### config.mk
export PLATFORM = sky130hd
export DESIGN_NAME = indexed_deque_buffer_top
export DESIGN_NICKNAME = d
export VERILOG_FILES = /design/src/rtl/idb_pkg.sv /design/src/rtl/idb_cell.sv /design/src/rtl/idb_ctrl.sv /design/src/rtl/indexed_deque_buffer_top.sv
export SDC_FILE = /design/constraint.sdc
export NUM_CORES = 2
export LEC_CHECK = 0
export BUFFER_PORTS_ARGS = -buffer_cell sky130_fd_sc_hd__buf_2
export CORE_UTILIZATION = 35
export CTS_CLUSTER_SIZE = 25
export DETAILED_ROUTE_END_ITERATION = 8
export GPL_TIMING_DRIVEN = 0
export HOLD_SLACK_MARGIN = 0.1
export SYNTH_ARGS = -nofsm -noshare
export SYNTH_HDL_FRONTEND = slang
export SYNTH_HIERARCHICAL = 1
export SYNTH_SLANG_ARGS = --single-unit
export TNS_END_PERCENT = 20
### constraint.sdc
create_clock -name clk_i -period 10.8 [get_ports clk_i]
set_input_delay 0 -clock clk_i [delete_from_list [all_inputs] [get_ports clk_i]]
set_output_delay 0 -clock clk_i [all_outputs]
set_load 0.05 [all_outputs]
### src/rtl/idb_pkg.sv
// ----------------------------------------------------------------------------
// idb_pkg: shared types for the indexed deque buffer
// Action and status codes, beat structs and the shift command between the
// list controller and the cell chain.
// ----------------------------------------------------------------------------
package idb_pkg;

  typedef enum logic [2:0] {
    ACT_INS_FRONT = 3'd0,
    ACT_INS_BACK  = 3'd1,
    ACT_INS_AT    = 3'd2,
    ACT_POP_FRONT = 3'd3,
    ACT_POP_BACK  = 3'd4,
    ACT_POP_AT    = 3'd5,
    ACT_REVERSE   = 3'd6,
    ACT_CLEAR     = 3'd7
  } action_e;

  typedef enum logic [1:0] {
    ST_OK    = 2'd0,
    ST_RANGE = 2'd1,
    ST_EMPTY = 2'd2,
    ST_FULL  = 2'd3
  } status_e;

  typedef struct packed {
    action_e     action;
    logic [4:0]  position;
    logic [31:0] item_value;
  } in_beat_t;

  typedef struct packed {
    logic [31:0] removed_value;
    status_e     status;
    logic [4:0]  entry_count;
  } out_beat_t;

  // shift command broadcast to every cell
  typedef struct packed {
    logic insert;
    logic remove;
  } shift_cmd_t;

endpackage

### src/rtl/idb_cell.sv
// ----------------------------------------------------------------------------
// idb_cell: one storage cell of the list chain
// Holds one data word; takes its left neighbor, the new word or its right
// neighbor depending on the shift command and its own place in the chain.
// ----------------------------------------------------------------------------
module idb_cell
  import idb_pkg::*;
#(
  parameter int DATA_WIDTH = 32,
  parameter int IDX_W      = 4,
  parameter int CELL_IDX   = 0
) (
  input  logic                  clk_i,
  input  shift_cmd_t            cmd_i,
  input  logic [IDX_W-1:0]      tgt_i,
  input  logic [DATA_WIDTH-1:0] new_i,
  input  logic [DATA_WIDTH-1:0] left_i,
  input  logic [DATA_WIDTH-1:0] right_i,
  output logic [DATA_WIDTH-1:0] data_o
);

  localparam logic [IDX_W-1:0] MyIdx = IDX_W'(CELL_IDX);

  logic [DATA_WIDTH-1:0] data_q, data_d;

  always_comb begin
    data_d = data_q;
    if (cmd_i.insert) begin
      if (MyIdx > tgt_i) begin
        data_d = left_i;
      end else if (MyIdx == tgt_i) begin
        data_d = new_i;
      end
    end else if (cmd_i.remove && (MyIdx >= tgt_i)) begin
      data_d = right_i;
    end
  end

  always_ff @(posedge clk_i) begin
    data_q <= data_d;
  end

  assign data_o = data_q;

endmodule

### src/rtl/idb_ctrl.sv
// ----------------------------------------------------------------------------
// idb_ctrl: list controller
// Keeps count and orientation, checks each action and maps the logical
// index to a physical cell for the shift command.
// ----------------------------------------------------------------------------
module idb_ctrl
  import idb_pkg::*;
#(
  parameter int CAPACITY = 16
) (
  input  logic                        clk_i,
  input  logic                        rst_ni,
  input  logic                        accept_i,
  input  in_beat_t                    beat_i,
  output shift_cmd_t                  cmd_o,
  output logic [$clog2(CAPACITY)-1:0] tgt_o,
  output status_e                     status_o,
  output logic [$clog2(CAPACITY+1)-1:0] count_o
);

  localparam int CW    = $clog2(CAPACITY + 1);
  localparam int IDX_W = $clog2(CAPACITY);
  localparam int W     = (CW > 5) ? CW : 5;

  logic [CW-1:0] count_q, count_d;
  logic          rev_q, rev_d;

  logic [W-1:0]  cnt_w, pos_w, k, phys;
  shift_cmd_t    cmd;
  status_e       status;

  assign cnt_w = W'(count_q);
  assign pos_w = W'(beat_i.position);

  always_comb begin
    cmd     = '0;
    status  = ST_OK;
    count_d = count_q;
    rev_d   = rev_q;
    k       = '0;
    phys    = '0;
    unique case (beat_i.action) inside
      ACT_INS_FRONT, ACT_INS_BACK, ACT_INS_AT: begin
        if (beat_i.action == ACT_INS_FRONT) begin
          k = '0;
        end else if (beat_i.action == ACT_INS_BACK) begin
          k = cnt_w;
        end else begin
          k = pos_w;
        end
        if (k > cnt_w) begin
          status = ST_RANGE;
        end else if (cnt_w >= W'(CAPACITY)) begin
          status = ST_FULL;
        end else begin
          cmd.insert = 1'b1;
          phys       = rev_q ? (cnt_w - k) : k;
          count_d    = count_q + CW'(1);
        end
      end
      ACT_POP_FRONT, ACT_POP_BACK: begin
        k = (beat_i.action == ACT_POP_FRONT) ? '0 : (cnt_w - W'(1));
        if (count_q == '0) begin
          status = ST_EMPTY;
        end else begin
          cmd.remove = 1'b1;
          phys       = rev_q ? (cnt_w - W'(1) - k) : k;
          count_d    = count_q - CW'(1);
        end
      end
      ACT_POP_AT: begin
        k = pos_w;
        if (k >= cnt_w) begin
          status = ST_RANGE;
        end else begin
          cmd.remove = 1'b1;
          phys       = rev_q ? (cnt_w - W'(1) - k) : k;
          count_d    = count_q - CW'(1);
        end
      end
      ACT_REVERSE: begin
        rev_d = ~rev_q;
      end
      ACT_CLEAR: begin
        count_d = '0;
        rev_d   = 1'b0;
      end
    endcase
  end

  always_ff @(posedge clk_i or negedge rst_ni) begin
    if (!rst_ni) begin
      count_q <= '0;
      rev_q   <= 1'b0;
    end else if (accept_i) begin
      count_q <= count_d;
      rev_q   <= rev_d;
    end
  end

  assign cmd_o.insert = cmd.insert & accept_i;
  assign cmd_o.remove = cmd.remove & accept_i;
  assign tgt_o        = phys[IDX_W-1:0];
  assign status_o     = status;
  assign count_o      = count_d;

endmodule

### src/rtl/indexed_deque_buffer_top.sv
// ----------------------------------------------------------------------------
// indexed_deque_buffer_top: bounded ordered list of data words
// Insert and remove at front, back or any index, reverse and clear, built
// as a chain of cells that all shift at once.
// ----------------------------------------------------------------------------
//  channel | dir | handshake              | payload
//  --------+-----+------------------------+----------------------------------
//  in      | in  | in_valid_i / in_ready_o | in_beat_i  (action, position,
//          |     |                        |            item_value)
//  out     | out | out_valid_o/out_ready_i | out_beat_o (removed_value,
//          |     |                        |            status, entry_count)
//
//  every action finishes in the cycle it is accepted: the whole cell chain
//  shifts in parallel, and the result beat is registered and shows up in the following cycle
//  a new beat is taken in every cycle as long as the result register is
//  empty or being drained, so the rate is one beat per cycle
//  reset clears the count and orientation; the cells themselves are not
//  cleared, only cells below the count are ever read
//  a stalled output holds its beat and blocks input until it is taken
// ----------------------------------------------------------------------------
module indexed_deque_buffer_top
  import idb_pkg::*;
#(
  parameter int CAPACITY   = 16,
  parameter int DATA_WIDTH = 32
) (
  input  logic      clk_i,
  input  logic      rst_ni,
  input  logic      in_valid_i,
  output logic      in_ready_o,
  input  in_beat_t  in_beat_i,
  output logic      out_valid_o,
  input  logic      out_ready_i,
  output out_beat_t out_beat_o
);

  localparam int IDX_W = $clog2(CAPACITY);
  localparam int CW    = $clog2(CAPACITY + 1);

  logic                  accept;
  shift_cmd_t            cmd;
  logic [IDX_W-1:0]      tgt;
  status_e               status;
  logic [CW-1:0]         count_nxt;
  logic [DATA_WIDTH-1:0] new_word;

  // cell outputs, one per place in the chain
  logic [DATA_WIDTH-1:0] cell_data [CAPACITY];

  logic      out_valid_q;
  out_beat_t out_beat_q, out_beat_d;

  // a beat enters whenever the result register is free this cycle
  assign in_ready_o = !out_valid_q || out_ready_i;
  assign accept     = in_valid_i && in_ready_o;

  // data word kept to the stored width
  assign new_word = DATA_WIDTH'(in_beat_i.item_value);

  idb_ctrl #(
    .CAPACITY (CAPACITY)
  ) u_ctrl (
    .clk_i    (clk_i),
    .rst_ni   (rst_ni),
    .accept_i (accept),
    .beat_i   (in_beat_i),
    .cmd_o    (cmd),
    .tgt_o    (tgt),
    .status_o (status),
    .count_o  (count_nxt)
  );

  // chain of cells: cell 0 is the physical front, the last cell has no
  // right neighbor and just keeps its own word on a remove
  for (genvar i = 0; i < CAPACITY; i++) begin : g_cell
    logic [DATA_WIDTH-1:0] left_w, right_w;

    if (i == 0) begin : g_first
      assign left_w = new_word;
    end else begin : g_mid_l
      assign left_w = cell_data[i-1];
    end

    if (i == CAPACITY - 1) begin : g_last
      assign right_w = cell_data[i];
    end else begin : g_mid_r
      assign right_w = cell_data[i+1];
    end

    idb_cell #(
      .DATA_WIDTH (DATA_WIDTH),
      .IDX_W      (IDX_W),
      .CELL_IDX   (i)
    ) u_cell (
      .clk_i   (clk_i),
      .cmd_i   (cmd),
      .tgt_i   (tgt),
      .new_i   (new_word),
      .left_i  (left_w),
      .right_i (right_w),
      .data_o  (cell_data[i])
    );
  end

  // result beat: removed word is read from the target cell before the shift
  always_comb begin
    out_beat_d.removed_value = cmd.remove ? 32'(cell_data[tgt]) : '0;
    out_beat_d.status        = status;
    out_beat_d.entry_count   = 5'(count_nxt);
  end

  always_ff @(posedge clk_i or negedge rst_ni) begin
    if (!rst_ni) begin
      out_valid_q <= 1'b0;
    end else if (accept) begin
      out_valid_q <= 1'b1;
    end else if (out_ready_i) begin
      out_valid_q <= 1'b0;
    end
  end

  // payload register, no reset needed
  always_ff @(posedge clk_i) begin
    if (accept) begin
      out_beat_q <= out_beat_d;
    end
  end

  assign out_valid_o = out_valid_q;
  assign out_beat_o  = out_beat_q;

endmodule

After elaboration in Yosys (flattened, before gate mapping):

Cells that the tools add are included.
Widths: inputs -> output; s select.

* bits in registers: 558
* input bits: 44
* output and inout port bits: 41
* logic and storage cells: 257

* add/sub/neg operators: 5
* order comparisons: 35
* equal/unequal tests: 37
* muxes and demuxes: 96
* bitwise gates (word level): 4
* reduce and logical (&&, ||, !) cells: 58

Operators with widths (number)
* $mux 32: 64
* $bmux 32 s4: 1
* $ne 3x1->1 const B: 15
* $reduce_bool 2->1: 18
* $mux 5: 7
* $reduce_and 2->1: 17
* $eq 4x4->1 const A: 8
* $gt 4x4->1 const A: 8
* $mux 4: 8
* $ge 4x4->1 const A: 7
* $pmux 5 s4: 1
* $eq 3x4->1 const A: 4
* $ge 3x4->1 const A: 4
* $gt 3x4->1 const A: 4
* $logic_and 1x1->1: 16
* $eq 3x3->1 const B: 4
* $pmux 4 s3: 1
* $sub 4x4->4: 3
* $ge 5x5->1 const B: 2
* $eq 2x4->1 const A: 2
* $ge 1x4->1 const A: 2
* $ge 2x4->1 const A: 2
* $gt 1x4->1 const A: 2
* $gt 2x4->1 const A: 2
* 21 further kinds: 33

Longest topological paths before layout:

* depth in word-level cells: 13
* mapped depth: 21
* depth with buffers taken out: 16

Hierarchy:

Netlist, hierarchy kept.

Modules (own cells, without submodules)
* indexed_deque_buffer_top: instances 1, cells an instance 591, area an instance 5735.5 µm², sequential area each 1196.1 µm²
* idb_cell at g_cell[13].u_cell ...: instances 2, cells an instance 141, area an instance 1664.1 µm², sequential area each 960.9 µm²
* idb_cell at g_cell[10].u_cell: instances 1, cells an instance 190, area an instance 2147.1 µm², sequential area each 960.9 µm²
* idb_cell at g_cell[12].u_cell: instances 1, cells an instance 183, area an instance 1933.1 µm², sequential area each 960.9 µm²
* idb_cell at g_cell[2].u_cell: instances 1, cells an instance 187, area an instance 1909.3 µm², sequential area each 960.9 µm²
* idb_cell at g_cell[4].u_cell: instances 1, cells an instance 184, area an instance 1864.3 µm², sequential area each 960.9 µm²
* idb_cell at g_cell[6].u_cell: instances 1, cells an instance 177, area an instance 1689.1 µm², sequential area each 960.9 µm²
* idb_cell at g_cell[8].u_cell: instances 1, cells an instance 142, area an instance 1681.6 µm², sequential area each 960.9 µm²
* idb_cell at g_cell[3].u_cell: instances 1, cells an instance 141, area an instance 1661.6 µm², sequential area each 960.9 µm²
* idb_cell at g_cell[7].u_cell: instances 1, cells an instance 177, area an instance 1654.1 µm², sequential area each 960.9 µm²
* idb_cell at g_cell[15].u_cell: instances 1, cells an instance 140, area an instance 1652.8 µm², sequential area each 960.9 µm²
* idb_cell at g_cell[14].u_cell: instances 1, cells an instance 178, area an instance 1644.1 µm², sequential area each 960.9 µm²
* idb_cell at g_cell[9].u_cell: instances 1, cells an instance 177, area an instance 1641.6 µm², sequential area each 960.9 µm²
* idb_cell at g_cell[11].u_cell: instances 1, cells an instance 112, area an instance 1625.3 µm², sequential area each 960.9 µm²
* +3 rows

Worst setup path after synthesis:

Ideal clock, no wire load.

* path type: reg-to-reg
* start point: reg out_valid_q (netlist: out_valid_o)
* end point: reg g_cell[2].u_cell.data_q[0] (enable)
* arrival time: 9.270 ns
* required time: 10.205 ns
* setup slack: 0.935 ns
* cell stages (with the launch flop): 9
* buffers on the path: 2
* clock period less this slack: 9.865 ns
* cells stage by stage: dfrtp_1 nand2b_1 and2_1 inv_1 nor2_1 buf_2 buf_2 nor2_1 a2111oi_0

RTL lines
* start, declared: RTL line indexed_deque_buffer_top.sv:50 `logic out_valid_q;`
* start signal, assigned: RTL line indexed_deque_buffer_top.sv:114 `out_valid_q <= 1'b0;`
* start signal, assigned: RTL line indexed_deque_buffer_top.sv:116 `out_valid_q <= 1'b1;`
* start signal, assigned: RTL line indexed_deque_buffer_top.sv:118 `out_valid_q <= 1'b0;`
* end signal, assigned: RTL line idb_cell.sv:40 `data_q <= data_d;`
* end, declared: RTL line idb_cell.sv:24 `logic [DATA_WIDTH-1:0] data_q, data_d;`

==> flow_metrics.tcl <==
set metrics [dict create \
    track_usage_pct 22.93 \
    area_delta_synth_final_pct 15.19 \
    worst_pin_slew_ns 1.041 \
    fin_nets 3560 \
    endpoint_kind "flop" \
    synth-seq-cells 558 \
    hold_viol 0 \
    async_flop_share_pct 1.254 \
    cts_root_buf "clkbuf_16" \
    path_class "input pin to flop" \
    grt_first_pass_wirelength_mm 179.0 \
    syn_area_mm2 0.03485 \
    fp.dieW_um 317.6 \
    antenna_found_initial 1 \
    rows 115 \
    ant_nets 0 \
    cp.arrival_ns 6.36 \
    wl_mm 118.6 \
    ys_warn_count 6 \
    globalplace.congestion 0.8974 \
    syn_nets 3330 \
    dieHeight_um 317.6 \
    final_common_cell "edfxtp_1" \
    drc 0 \
    setup-tns-final_ns 0 \
    fin_area_mm2 0.04015 \
    fin_crit_sh_pct 56.15 \
    num-fill-cells 9596 \
    start_kind "input pin" \
    worstPathRequired_ns 11.10 \
    power.total_w 0.009398 \
    synth.avg_cell_area_um2 10.68 \
    synth_seq_area_share_pct 47.97 \
    final_max_slew_viol_count 0 \
    setup_viol 0 \
    drive_gt1_share_pct 15.07 \
    synthFlopType "edfxtp_1" \
    clock.fmax_mhz 164.9 \
    initial_utilization_pct 35.36 \
    path_clk_slew_ns 0.05 \
    cts_tree "yes" \
    critPathMaxFanout 24 \
    max-cap-violations 0 \
    min-delay-path-class "input pin to flop" \
    dr.pass1.iters 6 \
    ys_types 86 \
    numPortBuffers 83 \
    rsz0062_at_grt "no" \
    placed_area_mm2 0.03760 \
    cts_buffers 67 \
    grt_pass1_vias 27920 \
    status "completed" \
    peakVddDrop_mv 0.1126 \
    hold_slack_ns 0.2566 \
    wl_per_cell_um 24.56 \
    clock-sinks 558 \
    clock_latency_ns 0.64 \
    slew_headroom_pct 30.19 \
    pin_count 85 \
    num_vias 28660 \
    synthCells 3264 \
    clock_skew_ns 0.02951 \
    htree_num_levels 3 \
    power.density_mw_per_mm2 234.1 \
    most-common-layout-cells "edfxtp_1 (551), mux2i_1 (419), nand2_1 (402)" \
    p_leak_nw 14.89 \
    drt-initial-drc-count 3872 \
    period_needed_ns 6.065 \
    hpwl_mm 89.84 \
    core_region_area_mm2 0.09856 \
    max-clock-path-buffers 3 \
    synth_edf_count 551 \
    overflow 0 \
    die_area_mm2 0.1009 \
    grt_start_max_net_pins 40 \
    vias_per_cell 5.932 \
]
## cells by family (layout without fill, tap and decap cells)
logic type	after synthesis	in the layout	share of synthesized area, %
fa+ha+maj	22	22	0.8328
simple gates	972	972	12.16
other cells	2	3	0.02155
mux	451	451	13.38
compound gates	873	873	18.42
flops	558	558	47.97
xor+xnor	9	9	0.2261
buf+inv	377	656	6.986
## sequential cells by signal, summed over array words and instances, names as in the netlist
register	count
u_ctrl/cnt_w	5
out_beat_o	39
u_ctrl/rev_q	1
g_cell.u_cell/data_o	512
out_valid_o	1
## Yosys cell counts (all sizes together) (33+ instances only)
| cell | n | area [µm²] |
|---|---|---|
| o221ai | 67 | 780.8 |
| nor2 | 386 | 1454 |
| a31oi | 201 | 1272 |
| a21oi | 182 | 922.1 |
| a221o | 63 | 656.9 |
| inv | 84 | 315.3 |
| clkbuf | 95 | 362.8 |
| edfxtp | 551 | 16550 |
| mux2i | 419 | 4194 |
| buf | 198 | 1757 |
| nand2 | 409 | 1553 |
| nand3 | 36 | 180.2 |
| o21ai | 54 | 270.3 |
| o22ai | 34 | 212.7 |
| or3b | 33 | 289.0 |
| a22oi | 128 | 960.9 |
| nor2b | 49 | 306.5 |
## routing by layer
layer  share of wire, %  GRT usage (%)  wire [µm]
met5                  0              0          0
met4                2.7          6.462       3167
met3                7.7          2.961       9179
met2                 44          35.06      52260
met1                 46          33.74      54040
## per-stage QoR
stage	worst slack (ns)	cells	utilization, %
floorplan	0.9349	3264	-
global placement	-5.006	4634	37.42
detailed placement	4.749	4668	38.15
CTS	4.814	4830	40.73
global route	4.341	4830	40.73
finish	4.735	4831	40.73
## where the power goes
group / switching (W) / internal (W) / total (W) / leakage, nW
Clock: 0.000990 / 0.00126 / 0.00225 / 1.03
Sequential: 0.000216 / 0.00281 / 0.00302 / 5.12
Combinational: 0.00260 / 0.00153 / 0.00413 / 8.74
Total: 0.00381 / 0.00559 / 0.00940 / 14.9
## worst max-delay path, stage by stage
cell and delay [ns]:
dlygate4sd3_1 0.53, buf_2 0.19, or2_2 0.28, clkbuf_1 0.23, o21ai_0 0.40, ha_1 0.38
a21oi_1 0.21, nand3_1 0.12, o32ai_1 0.35, nor2_2 0.17, nor2_1 0.33, inv_1 0.19
nor2_4 0.62, buf_16 0.26, buf_2 0.23, buf_2 0.33, nor2_1 0.11, a2111oi_2 0.46
buf_4 0.27, buf_2 0.23, buf_4 0.21, buf_2 0.24
## final timing paths
check                                                  from                           to  slack (ns)  depth (start not counted)
worst max-delay path                          in_beat_i[38]   g_cell[2].u_cell/data_o[4]        4.74                         22
worst min-delay path                          in_beat_i[36]                out_beat_o[6]        0.26                          6
worst max register to register              u_ctrl/cnt_w[0]   g_cell[2].u_cell/data_o[4]        4.74                         19
worst min register to register  g_cell[1].u_cell/data_o[17]  g_cell[0].u_cell/data_o[17]        0.62                          1
max in group asynchronous                            rst_ni              u_ctrl/cnt_w[3]       10.10                          3
min in group asynchronous                            rst_ni              u_ctrl/cnt_w[2]        0.40                          3
## repair_timing
action                    in CTS  in global routing
buffers inserted               0                  0
hold buffers                  44                  0
resized for setup              0                  0
hold endpoints to repair     530                  0
## area by class of cell
| type | instances | area, µm² | area share, % |
|---|---|---|---|
| Antenna cell | 1 | 2.502 | 0.006233 |
| Inverter | 84 | 315.3 | 0.7853 |
| Timing Repair Buffer | 161 | 1379 | 3.434 |
| Tap cell | 1287 | 1610 | 4.011 |
| Buffer | 293 | 2120 | 5.279 |
| Clock buffer | 83 | 1778 | 4.428 |
| Multi-Input combinational cell | 2329 | 15900 | 39.59 |
| Sequential cell | 558 | 16720 | 41.65 |
| Clock inverter | 35 | 326.6 | 0.8134 |
No activity file was read; power rests on OpenSTA's default activity.
